### config.mk
export PLATFORM = sky130hd
export DESIGN_NAME = tcw_front
export DESIGN_NICKNAME = d
export VERILOG_FILES = /design/src/rtl/core/tcw_pkg.sv /design/src/rtl/core/tcw_front.sv
export SDC_FILE = /design/constraint.sdc
export NUM_CORES = 1
export LEC_CHECK = 0
export BUFFER_PORTS_ARGS = -buffer_cell sky130_fd_sc_hd__clkbuf_2
export CAP_MARGIN = 20
export CORE_MARGIN = 2
export CORE_UTILIZATION = 29
export DETAILED_ROUTE_END_ITERATION = 12
export GPL_TIMING_DRIVEN = 0
export PLACE_DENSITY = 0.95
export SLEW_MARGIN = 5
export SYNTH_ARGS = -nofsm -noshare
export SYNTH_HDL_FRONTEND = slang
export SYNTH_SLANG_ARGS = --single-unit
### constraint.sdc
create_clock -name vclk -period 2.5
set_clock_uncertainty 0.15 [all_clocks]
set_input_delay 0.125 -clock vclk [all_inputs]
set_output_delay 0.125 -clock vclk [all_outputs]
set_load 0.005 [all_outputs]
### src/rtl/core/tcw_pkg.sv
// shared constants, codes and types of the text console writer
`default_nettype none
package tcw_pkg;

    localparam int ROWS   = 25;
    localparam int COLS   = 80;
    localparam int CELLS  = ROWS * COLS;
    localparam int ROW_W  = $clog2(ROWS + 1);
    localparam int COL_W  = $clog2(COLS + 1);
    localparam int ADDR_W = $clog2(CELLS);
    localparam int QDEPTH = 2;
    localparam int QPTR_W = $clog2(QDEPTH);
    localparam int QCNT_W = $clog2(QDEPTH + 1);

    localparam logic [7:0] CHAR_NEWLINE       = 8'd10;
    localparam logic [7:0] CHAR_SPACE         = 8'd32;
    localparam logic [7:0] DEFAULT_ATTR_RESET = 8'h0f;

    typedef enum logic [1:0] {
        CMD_WRITE_CURSOR = 2'd0,
        CMD_WRITE_AT     = 2'd1,
        CMD_CLEAR        = 2'd2,
        CMD_READ         = 2'd3
    } t_cmd;

    typedef enum logic [1:0] {
        OP_WRITE = 2'd0,
        OP_CLEAR = 2'd1,
        OP_READ  = 2'd2,
        OP_ERROR = 2'd3
    } t_kind;

    typedef struct packed {
        t_kind            kind;
        logic             at_cursor;
        logic             newline;
        logic [7:0]       character;
        logic [7:0]       attribute;
        logic [ROW_W-1:0] row;
        logic [COL_W-1:0] col;
    } t_op;

endpackage
`default_nettype wire

### src/rtl/core/tcw_front.sv
// front end: accepts commands and classifies them into queued operations
`default_nettype none
module tcw_front (
    input  wire logic          start,
    output logic               busy,
    input  wire logic [1:0]    i_command,
    input  wire logic [7:0]    i_character,
    input  wire logic [7:0]    i_attribute,
    input  wire logic [4:0]    i_target_row,
    input  wire logic [6:0]    i_target_col,
    input  wire logic [7:0]    i_default_attr,
    input  wire logic          i_queue_full,
    input  wire logic          i_init_busy,
    output logic               o_push,
    output tcw_pkg::t_op       o_op
);

    logic w_in_range;

    assign busy       = i_queue_full | i_init_busy;
    assign o_push     = start & ~busy;
    assign w_in_range = (32'(i_target_row) < tcw_pkg::ROWS)
                      && (32'(i_target_col) < tcw_pkg::COLS);

    always_comb begin
        o_op.at_cursor = 1'b0;
        o_op.newline   = (i_character == tcw_pkg::CHAR_NEWLINE);
        o_op.character = i_character;
        o_op.attribute = (i_attribute == 8'd0) ? i_default_attr : i_attribute;
        o_op.row       = tcw_pkg::ROW_W'(i_target_row);
        o_op.col       = tcw_pkg::COL_W'(i_target_col);
        unique case (tcw_pkg::t_cmd'(i_command))
            tcw_pkg::CMD_WRITE_CURSOR: begin
                o_op.kind      = tcw_pkg::OP_WRITE;
                o_op.at_cursor = 1'b1;
            end
            tcw_pkg::CMD_WRITE_AT: begin
                o_op.kind = w_in_range ? tcw_pkg::OP_WRITE : tcw_pkg::OP_ERROR;
            end
            tcw_pkg::CMD_CLEAR: begin
                o_op.kind = tcw_pkg::OP_CLEAR;
            end
            tcw_pkg::CMD_READ: begin
                o_op.kind = w_in_range ? tcw_pkg::OP_READ : tcw_pkg::OP_ERROR;
            end
            default: begin
                o_op.kind = tcw_pkg::OP_ERROR;
            end
        endcase
    end

endmodule
`default_nettype wire

==> flow_summary.ini <==
[status]
status = complete, no violations

[layout]
fin_util = 0.594
syn_to_final_growth_pct = 93.7
n_antenna_cell = 0
drive_gt1_frac = 0.740
final_nets = 170
nClkBuffers = 0
seq_cells = 0
ff_latch_area_um2 = 0

[global_routing]
gr-total-overflow = 0
grtUsageTotal = 0.121
grt_pass1_wl_um = 1440
grt_max_degree = 6
grt_pass1_vias = 409
antenna_found_initial = 0

[synthesis]
synth_seq_area_share = 0
synth_cell_types = 13
yosys.area.top_type_share = 0.376
synth_common_cells = 20 x buf_4, 10 x inv_1, 8 x a41o_1
yosysWarnings = 0
syn_area_per_cell_um2 = 7.13
synth_most_common_cell = buf_4
synth_area_um2 = 399
yosys.area.top_type = buf_4
synth_cells = 56
synthesis.nets = 97
yosys-top-cells-area = buf_4 38%, a41o_1 20%, nor4_4 11%

[worst_setup_path]
crit_path_end_kind = output port
cp_max_fo = 4
path_buf_inv = 2
path_delay_family = simple AND/OR/NAND/NOR gates
crit_required_ns = 2.23
max_stage_delay_ns = 0.36
cp_common_cell = clkbuf_2
cpMaxStageDelayCell = nor4_4
worstPathArrival_ns = 0.95
path_cells = clkbuf_2 > nor4_4 > a41o_1 > clkbuf_2
critPathKind = primary input to output port
crit_start = i_attribute[3]
start_kind = primary input

[sta]
period_share = 0.489
tns_ns = 0
rsz0062_at_grt = no
setup_viol = 0
fin_crit_ns = 1.22
tightest_slew_ns = 0.305
fmax_mhz = 818
finalHoldViolCount = 0
drv_slew = 0
relSlewSlack = 0.795

[clock_network]
cts_setup_buffers = 0
hold_buffers = 0
cts_resized = 0

[pwr]
irDropWorstVdd_mv = 0.0734
power.leakage_uw = 0.000531
power_density_nw_per_um2 = 151

[die]
die_h_um = 41.1
die-area_um2 = 1690
io_pins = 75
core_um2 = 1300
rows = 13
chipWidth_um = 41.1
start_util = 0.307

[placed_design]
dp_hpwl_um = 1230
gp_congestion = 0.620
io_buffers = 71

[detailed_routing]
drc = 0
ant_nets = 0
vias = 644
wl_per_cell_um = 8.92
dr.pass1.iters = 4
wirelength_um = 1270
drt_iter0_markers = 3
via_per_inst = 4.54

[worst_hold_path]
min_to = o_op[2]
hp-start = i_target_col[2]
min_path_type = primary input to output port
worstHoldPathCells = 2

[flow_run]
cap_violations = 0
metal layers:
metal | up-vias | global-route usage | part of all wire
met2 | 48 | 0.285 | 0.53
li1 | 326 | - | -
met4 | 0 | 0 | 0
met1 | 270 | 0.111 | 0.31
met3 | 0 | 0.00543 | 0.16
met5 | - | 0 | 0
where the power goes:
| group | leakage [uW] | total, uW | switching [uW] | internal (uW) |
|---|---|---|---|---|
| Sequential | 0 | 0 | 0 | 0 |
| Combinational | 0.000531 | 116 | 46.4 | 70.0 |
| Clock | 0 | 0 | 0 | 0 |
| Total | 0.000531 | 116 | 46.4 | 70.0 |
cell usage in the layout, fill, tap and decap left out, drive strengths merged:
| master | instances |
|---|---|
| nand3 | 1 |
| inv | 10 |
| o221ai | 1 |
| buf | 20 |
| or4 | 1 |
| nor2 | 7 |
| or2 | 1 |
| clkbuf | 71 |
| nand2 | 1 |
| nor3 | 1 |
| o211ai | 2 |
| nor4 | 2 |
| nand4bb | 1 |
| a41o | 8 |
through the flow:
| step | hold slack, ns | instance area, um^2 | instances | setup slack [ns] | power [uW] |
|---|---|---|---|---|---|
| 5_1_grt | 0.270 | 773 | 142 | 1.20 | 130 |
| 6_report | 0.268 | 773 | 142 | 1.28 | 116 |
| 4_1_cts | 0.269 | 773 | 142 | 1.26 | 118 |
| 3_3_place_gp | 0.269 | 773 | 142 | 1.28 | 114 |
| 2_1_floorplan | 0.127 | 399 | 56 | 1.46 | 48.4 |
| 3_5_place_dp | 0.268 | 773 | 142 | 1.26 | 118 |
how the worst max path moves through the flow:
stage                           to  cells after the start  slack [ns]
after floorplan           o_op[28]                      2        1.46
after global placement    o_op[28]                      4        1.28
after detailed placement  o_op[14]                      4        1.26
after CTS                 o_op[14]                      4        1.26
after global routing      o_op[28]                      4        1.20
final                     o_op[14]                      4        1.28
cell families (layout without fill, tap and decap cells):
group | count (synthesis) | count (layout) | share of synthesized area
compound gates | 11 | 11 | 0.260
buf+inv | 30 | 101 | 0.470
simple gates | 15 | 15 | 0.270
layout make-up:
cell class         count  area [um^2]
plain buffers         20          150
fillers              124          528
inverters             10         37.5
multi-input cells     26          211
well taps             15         18.8
repair buffers        71          355
(Power assumes the default switching activity.)
