### config.mk
export PLATFORM = sky130hd
export DESIGN_NAME = tcw_queue
export DESIGN_NICKNAME = d
export VERILOG_FILES = /design/src/rtl/core/tcw_pkg.sv /design/src/rtl/core/tcw_queue.sv
export SDC_FILE = /design/constraint.sdc
export NUM_CORES = 1
export LEC_CHECK = 0
export ABC_AREA = 1
export BUFFER_PORTS_ARGS = -buffer_cell sky130_fd_sc_hd__buf_4
export CAP_MARGIN = 0
export CORE_ASPECT_RATIO = 1.2
export CORE_MARGIN = 5
export CORE_UTILIZATION = 40
export DETAILED_ROUTE_END_ITERATION = 10
export GPL_ROUTABILITY_DRIVEN = 0
export HOLD_SLACK_MARGIN = 0.1
export PLACE_DENSITY = 0.71
export SYNTH_ARGS = -nofsm -noshare
export SYNTH_HDL_FRONTEND = slang
export SYNTH_SLANG_ARGS = --single-unit
### constraint.sdc
create_clock -name i_clk -period 4.7 [get_ports i_clk]
set_input_delay 0.235 -clock i_clk [delete_from_list [all_inputs] [get_ports i_clk]]
set_output_delay 0.235 -clock i_clk [all_outputs]
set_load 0.05 [all_outputs]
### src/rtl/core/tcw_pkg.sv
// shared constants, codes and types of the text console writer
`default_nettype none
package tcw_pkg;

    localparam int ROWS   = 25;
    localparam int COLS   = 80;
    localparam int CELLS  = ROWS * COLS;
    localparam int ROW_W  = $clog2(ROWS + 1);
    localparam int COL_W  = $clog2(COLS + 1);
    localparam int ADDR_W = $clog2(CELLS);
    localparam int QDEPTH = 2;
    localparam int QPTR_W = $clog2(QDEPTH);
    localparam int QCNT_W = $clog2(QDEPTH + 1);

    localparam logic [7:0] CHAR_NEWLINE       = 8'd10;
    localparam logic [7:0] CHAR_SPACE         = 8'd32;
    localparam logic [7:0] DEFAULT_ATTR_RESET = 8'h0f;

    typedef enum logic [1:0] {
        CMD_WRITE_CURSOR = 2'd0,
        CMD_WRITE_AT     = 2'd1,
        CMD_CLEAR        = 2'd2,
        CMD_READ         = 2'd3
    } t_cmd;

    typedef enum logic [1:0] {
        OP_WRITE = 2'd0,
        OP_CLEAR = 2'd1,
        OP_READ  = 2'd2,
        OP_ERROR = 2'd3
    } t_kind;

    typedef struct packed {
        t_kind            kind;
        logic             at_cursor;
        logic             newline;
        logic [7:0]       character;
        logic [7:0]       attribute;
        logic [ROW_W-1:0] row;
        logic [COL_W-1:0] col;
    } t_op;

endpackage
`default_nettype wire

### src/rtl/core/tcw_queue.sv
// short operation queue between the front end and the back end
`default_nettype none
module tcw_queue (
    input  wire logic          i_clk,
    input  wire logic          i_rst_n,
    input  wire logic          i_push,
    input  wire tcw_pkg::t_op  i_op,
    output logic               o_full,
    input  wire logic          i_pop,
    output logic               o_valid,
    output tcw_pkg::t_op       o_op
);

    tcw_pkg::t_op                r_slot [tcw_pkg::QDEPTH];
    logic [tcw_pkg::QPTR_W-1:0]  r_wr_ptr, n_wr_ptr;
    logic [tcw_pkg::QPTR_W-1:0]  r_rd_ptr, n_rd_ptr;
    logic [tcw_pkg::QCNT_W-1:0]  r_count, n_count;
    logic                        w_push;
    logic                        w_pop;

    function automatic logic [tcw_pkg::QPTR_W-1:0] ptr_inc(
        input logic [tcw_pkg::QPTR_W-1:0] ptr
    );
        ptr_inc = (ptr == tcw_pkg::QPTR_W'(tcw_pkg::QDEPTH - 1)) ? '0 : ptr + 1'b1;
    endfunction

    assign o_full  = (r_count == tcw_pkg::QCNT_W'(tcw_pkg::QDEPTH));
    assign o_valid = (r_count != '0);
    assign o_op    = r_slot[r_rd_ptr];
    assign w_push  = i_push & ~o_full;
    assign w_pop   = i_pop & o_valid;

    always_comb begin
        n_wr_ptr = w_push ? ptr_inc(r_wr_ptr) : r_wr_ptr;
        n_rd_ptr = w_pop ? ptr_inc(r_rd_ptr) : r_rd_ptr;
        n_count  = r_count;
        if (w_push && !w_pop) begin
            n_count = r_count + 1'b1;
        end else if (w_pop && !w_push) begin
            n_count = r_count - 1'b1;
        end
    end

    always_ff @(posedge i_clk) begin
        if (!i_rst_n) begin
            r_wr_ptr <= '0;
            r_rd_ptr <= '0;
            r_count  <= '0;
        end else begin
            r_wr_ptr <= n_wr_ptr;
            r_rd_ptr <= n_rd_ptr;
            r_count  <= n_count;
        end
    end

    always_ff @(posedge i_clk) begin
        if (w_push) begin
            r_slot[r_wr_ptr] <= i_op;
        end
    end

endmodule
`default_nettype wire

==> metrics.md <==
| Metric | Value |
|---|---|
| TritonCTS clock tree | `yes` |
| Number of remaining DRC errors | `0` |
| Library cell occupying the most area in the post-synthesis netlist | `sky130_fd_sc_hd__edfxtp_1` |
| Area of the die | `8530 um2` |
| Capturing instance or port of the critical path | `o_op[15]` |
| Count of cells resized by post-cts repair | `0` |
| EDFF count, synth | `64` |
| Remaining global-route overflow | `0` |
| Number of post-CTS setup repair buffers | `0` |
| Antenna violations before repair | `0` |
| End of the worst register-to-register path | `r_slot[1][27]` |
| Root buffer cell | `sky130_fd_sc_hd__clkbuf_8` |
| Number of flip-flops and latches in the synthesized netlist | `69` |
| Most common cell in the synthesized netlist | `sky130_fd_sc_hd__edfxtp_1` |
| Path type of the worst min-delay path | `primary input to flop` |
| Status | `finished clean` |
| Total of endpoints with negative setup slack in the final report | `0` |
| Maximum vdd drop | `392 uV` |
| Num rows | `32` |
| Element type at the critical path end | `output port` |
| Number of cells traversed by the worst register-to-register path | `2` |
| Unrepaired setup endpoints after global routing | `false` |
| Total of buffers placed on input and output ports | `69` |
| Largest buffer count on any clock path | `2` |
| CTS buffer count | `9` |
| Count of vias placed by the detailed router | `1459` |
| Clock latency reported for the late side of the worst-skew pair | `0.32 ns` |
| Share of final-layout standard cells stronger than drive strength 1 | `47.6%` |
| Die Y | `100 um` |
| Final worst path period share | `47.1%` |
| Remaining antenna violation count after routing | `0` |
| Required time reported for the critical path endpoint | `4.47 ns` |
| Top cells by count, synth | `64 x sky130_fd_sc_hd__edfxtp_1, 30 x sky130_fd_sc_hd__mux2_4, 9 x sky130_fd_sc_hd__nor2_1, 7 x sky130_fd_sc_hd__inv_1, 7 x sky130_fd_sc_hd__nand2_1` |
| Worst setup path class | `flop to output port` |
| Power Density | `535 nW/um2` |
| Synth top area share | `70.9%` |
| Dominant synthesized flop cell | `sky130_fd_sc_hd__edfxtp_1` |
| Slew Limit Fails | `0` |
| Global-route wire length before repair | `7040 um` |
| Worst-path cell with the longest stage delay | `sky130_fd_sc_hd__dfxtp_2` |
| Number of nets produced by synthesis | `174` |
| Placeable core region | `6530 um2` |
| Crit path buf inv count | `1` |
| TritonCTS sink count | `69` |
| Internal reg-to-reg setup slack | `3.01 ns` |
| HPWL reported at the end of detailed placement | `2880 um` |
| Via count of the first global-routing pass | `1566` |
| # IOs | `70` |
| Max Clock Freq | `452 MHz` |
| Leakage power | `1.51 nW` |
| Synth-to-layout area growth | `39.2%` |
| Post-Route Skew | `0.00724 ns` |
| Clk pin slew, worst setup/hold paths | `0.06 ns` |
| R2r startpoint | `r_count[0]` |
| Max capacitance violation total | `0` |
| Hold_sp | `i_rst_n` |
| Per-cell routed wire length | `13.5 um` |
| Number of iterations in the first detailed-routing pass | `4` |
| Finished Layout Cells | `335` |
| Largest fanout of any net on the critical path | `32` |
| Global routing usage summed across all routing layers | `10.9%` |
| Maximum cell stage delay along the critical path | `1.01 ns` |
| Yosys warns | `0` |
| Area of the mapped netlist | `2710 um2` |
| Share of async-settable or async-resettable flops after synthesis | `0%` |
| Seq/Total Area, Yosys | `74.6%` |
| Unique masters post-synth | `17` |
| Setup TNS | `0 ns` |
| H-tree levels | `3` |
| Cell types occupying the most area after synthesis | `sky130_fd_sc_hd__edfxtp_1 71%, sky130_fd_sc_hd__mux2_4 17%, sky130_fd_sc_hd__dfxtp_1 3.7%` |
| CP Depth | `2` |
| Via/cell ratio | `4.36` |
| Min Clock Period, post-route | `2.21 ns` |
| Largest net degree at the start of global routing | `33` |
| Mapped Avg Cell Area | `19.8 um2` |
| Die Span X | `85.2 um` |
| Number of placed instances with taps included | `287` |
| Hold Fails Final Rpt | `0` |
| Inserted Diodes | `0` |
| Headroom to the max-slew limit | `30.2%` |
| Violation count after the first detailed-route iteration | `73` |
| Slew @ Worst Pin | `1.05 ns` |
| Startpoint kind of the worst setup timing path | `flop` |
| Instance count of the mapped netlist | `137` |
| Worst path arrival time | `1.98 ns` |
| Effective utilization at floorplan | `41.5%` |
| Ordered list of cells on the worst path | `mux2_2 > buf_4` |
| Number of nets in the layout | `282` |
| Total Wirelength | `4510 um` |
| Cell type group with the largest total delay on the critical path | `flip-flops` |
## report_power, final
part           leakage, nW  internal, mW  switching (mW)
combinational        0.779         0.298           0.467
clock               0.0905         0.219           0.188
sequential           0.639         0.780          0.0677
total                 1.51          1.30           0.723
## per-layer routing
layer | vias up | track usage [%] | share of wire [%]
met3 | 4 | 4.27 | 6.5
met2 | 42 | 19.5 | 54
met5 | - | 0 | 0
met4 | 0 | 4.75 | 1.1
met1 | 689 | 11.3 | 38
li1 | 724 | - | -
## layout make-up
type / instances / area, um2
clock buffer: 14 / 163
fill: 525 / 2750
clock inverter: 2 / 10.0
timing repair buffer: 101 / 838
sequential: 69 / 2020
tap: 85 / 106
multi-input combinational: 56 / 603
inverter: 8 / 30.0
## stage by stage
stage                     total power [mW]  worst slack (ns)  instance area [um2]  util [%]  hold slack (ns)
after global routing                  2.12              2.39                 3770      57.8            0.159
after CTS                             2.05              2.43                 3770      57.8            0.157
final                                 2.02              2.49                 3770      57.8            0.177
after floorplan                       1.44              2.43                 2710         -            0.334
after global placement                1.61              2.81                 3280      50.3            0.420
after detailed placement              1.61              2.79                 3280      50.3            0.423
## registers in the layout, summed over array words and instances, names as in the netlist, named ones only
| name | count |
|---|---|
| r_slot | 64 |
| r_count | 2 |
| r_rd_ptr | 1 |
| r_wr_ptr | 1 |
## cell families (layout without fill, tap and decap cells)
logic type | after synthesis | in the layout | synth area share [%]
multiplexers | 32 | 32 | 17.4
flip-flops | 69 | 69 | 74.6
adder cells (fa/ha/maj) | 1 | 1 | 0.461
AO/OA/AOI/OAI | 5 | 5 | 1.15
AND/OR/NAND/NOR | 18 | 18 | 2.63
buffers and inverters | 12 | 125 | 3.74
## worst reg2reg max path: cells and delay by family (launching register included)
| family | cells | cell delay [ns] |
|---|---|---|
| flip-flops | 1 | 0.43 |
| AND/OR/NAND/NOR | 1 | 0.71 |
| AO/OA/AOI/OAI | 1 | 0.15 |
## placed cells by master (no fill, tap or decap), types with 3 or more instances in the layout
cell type,Yosys,final
sky130_fd_sc_hd__buf_4,0,69
sky130_fd_sc_hd__edfxtp_1,64,64
sky130_fd_sc_hd__dlygate4sd3_1,0,32
sky130_fd_sc_hd__mux2_4,30,30
sky130_fd_sc_hd__clkbuf_8,0,11
sky130_fd_sc_hd__inv_1,7,7
sky130_fd_sc_hd__nand2_1,7,7
sky130_fd_sc_hd__nor2_1,9,7
sky130_fd_sc_hd__dfxtp_1,5,4
sky130_fd_sc_hd__clkbuf_1,0,3
## how the worst min path moves through the flow
stage / to / slack [ns] / depth (start not counted)
final: r_count[1] / 0.18 / 3
after global routing: r_count[1] / 0.16 / 3
after CTS: r_count[1] / 0.16 / 3
after detailed placement: r_slot[1][7] / 0.42 / 1
after global placement: r_slot[0][25] / 0.42 / 1
after floorplan: r_slot[0][0] / 0.33 / 0
## timing repair
item	CTS	global route
setup endpoints to repair	0	0
hold endpoints to repair	64	0
hold buffers	32	0
(Power assumes the default switching activity.)
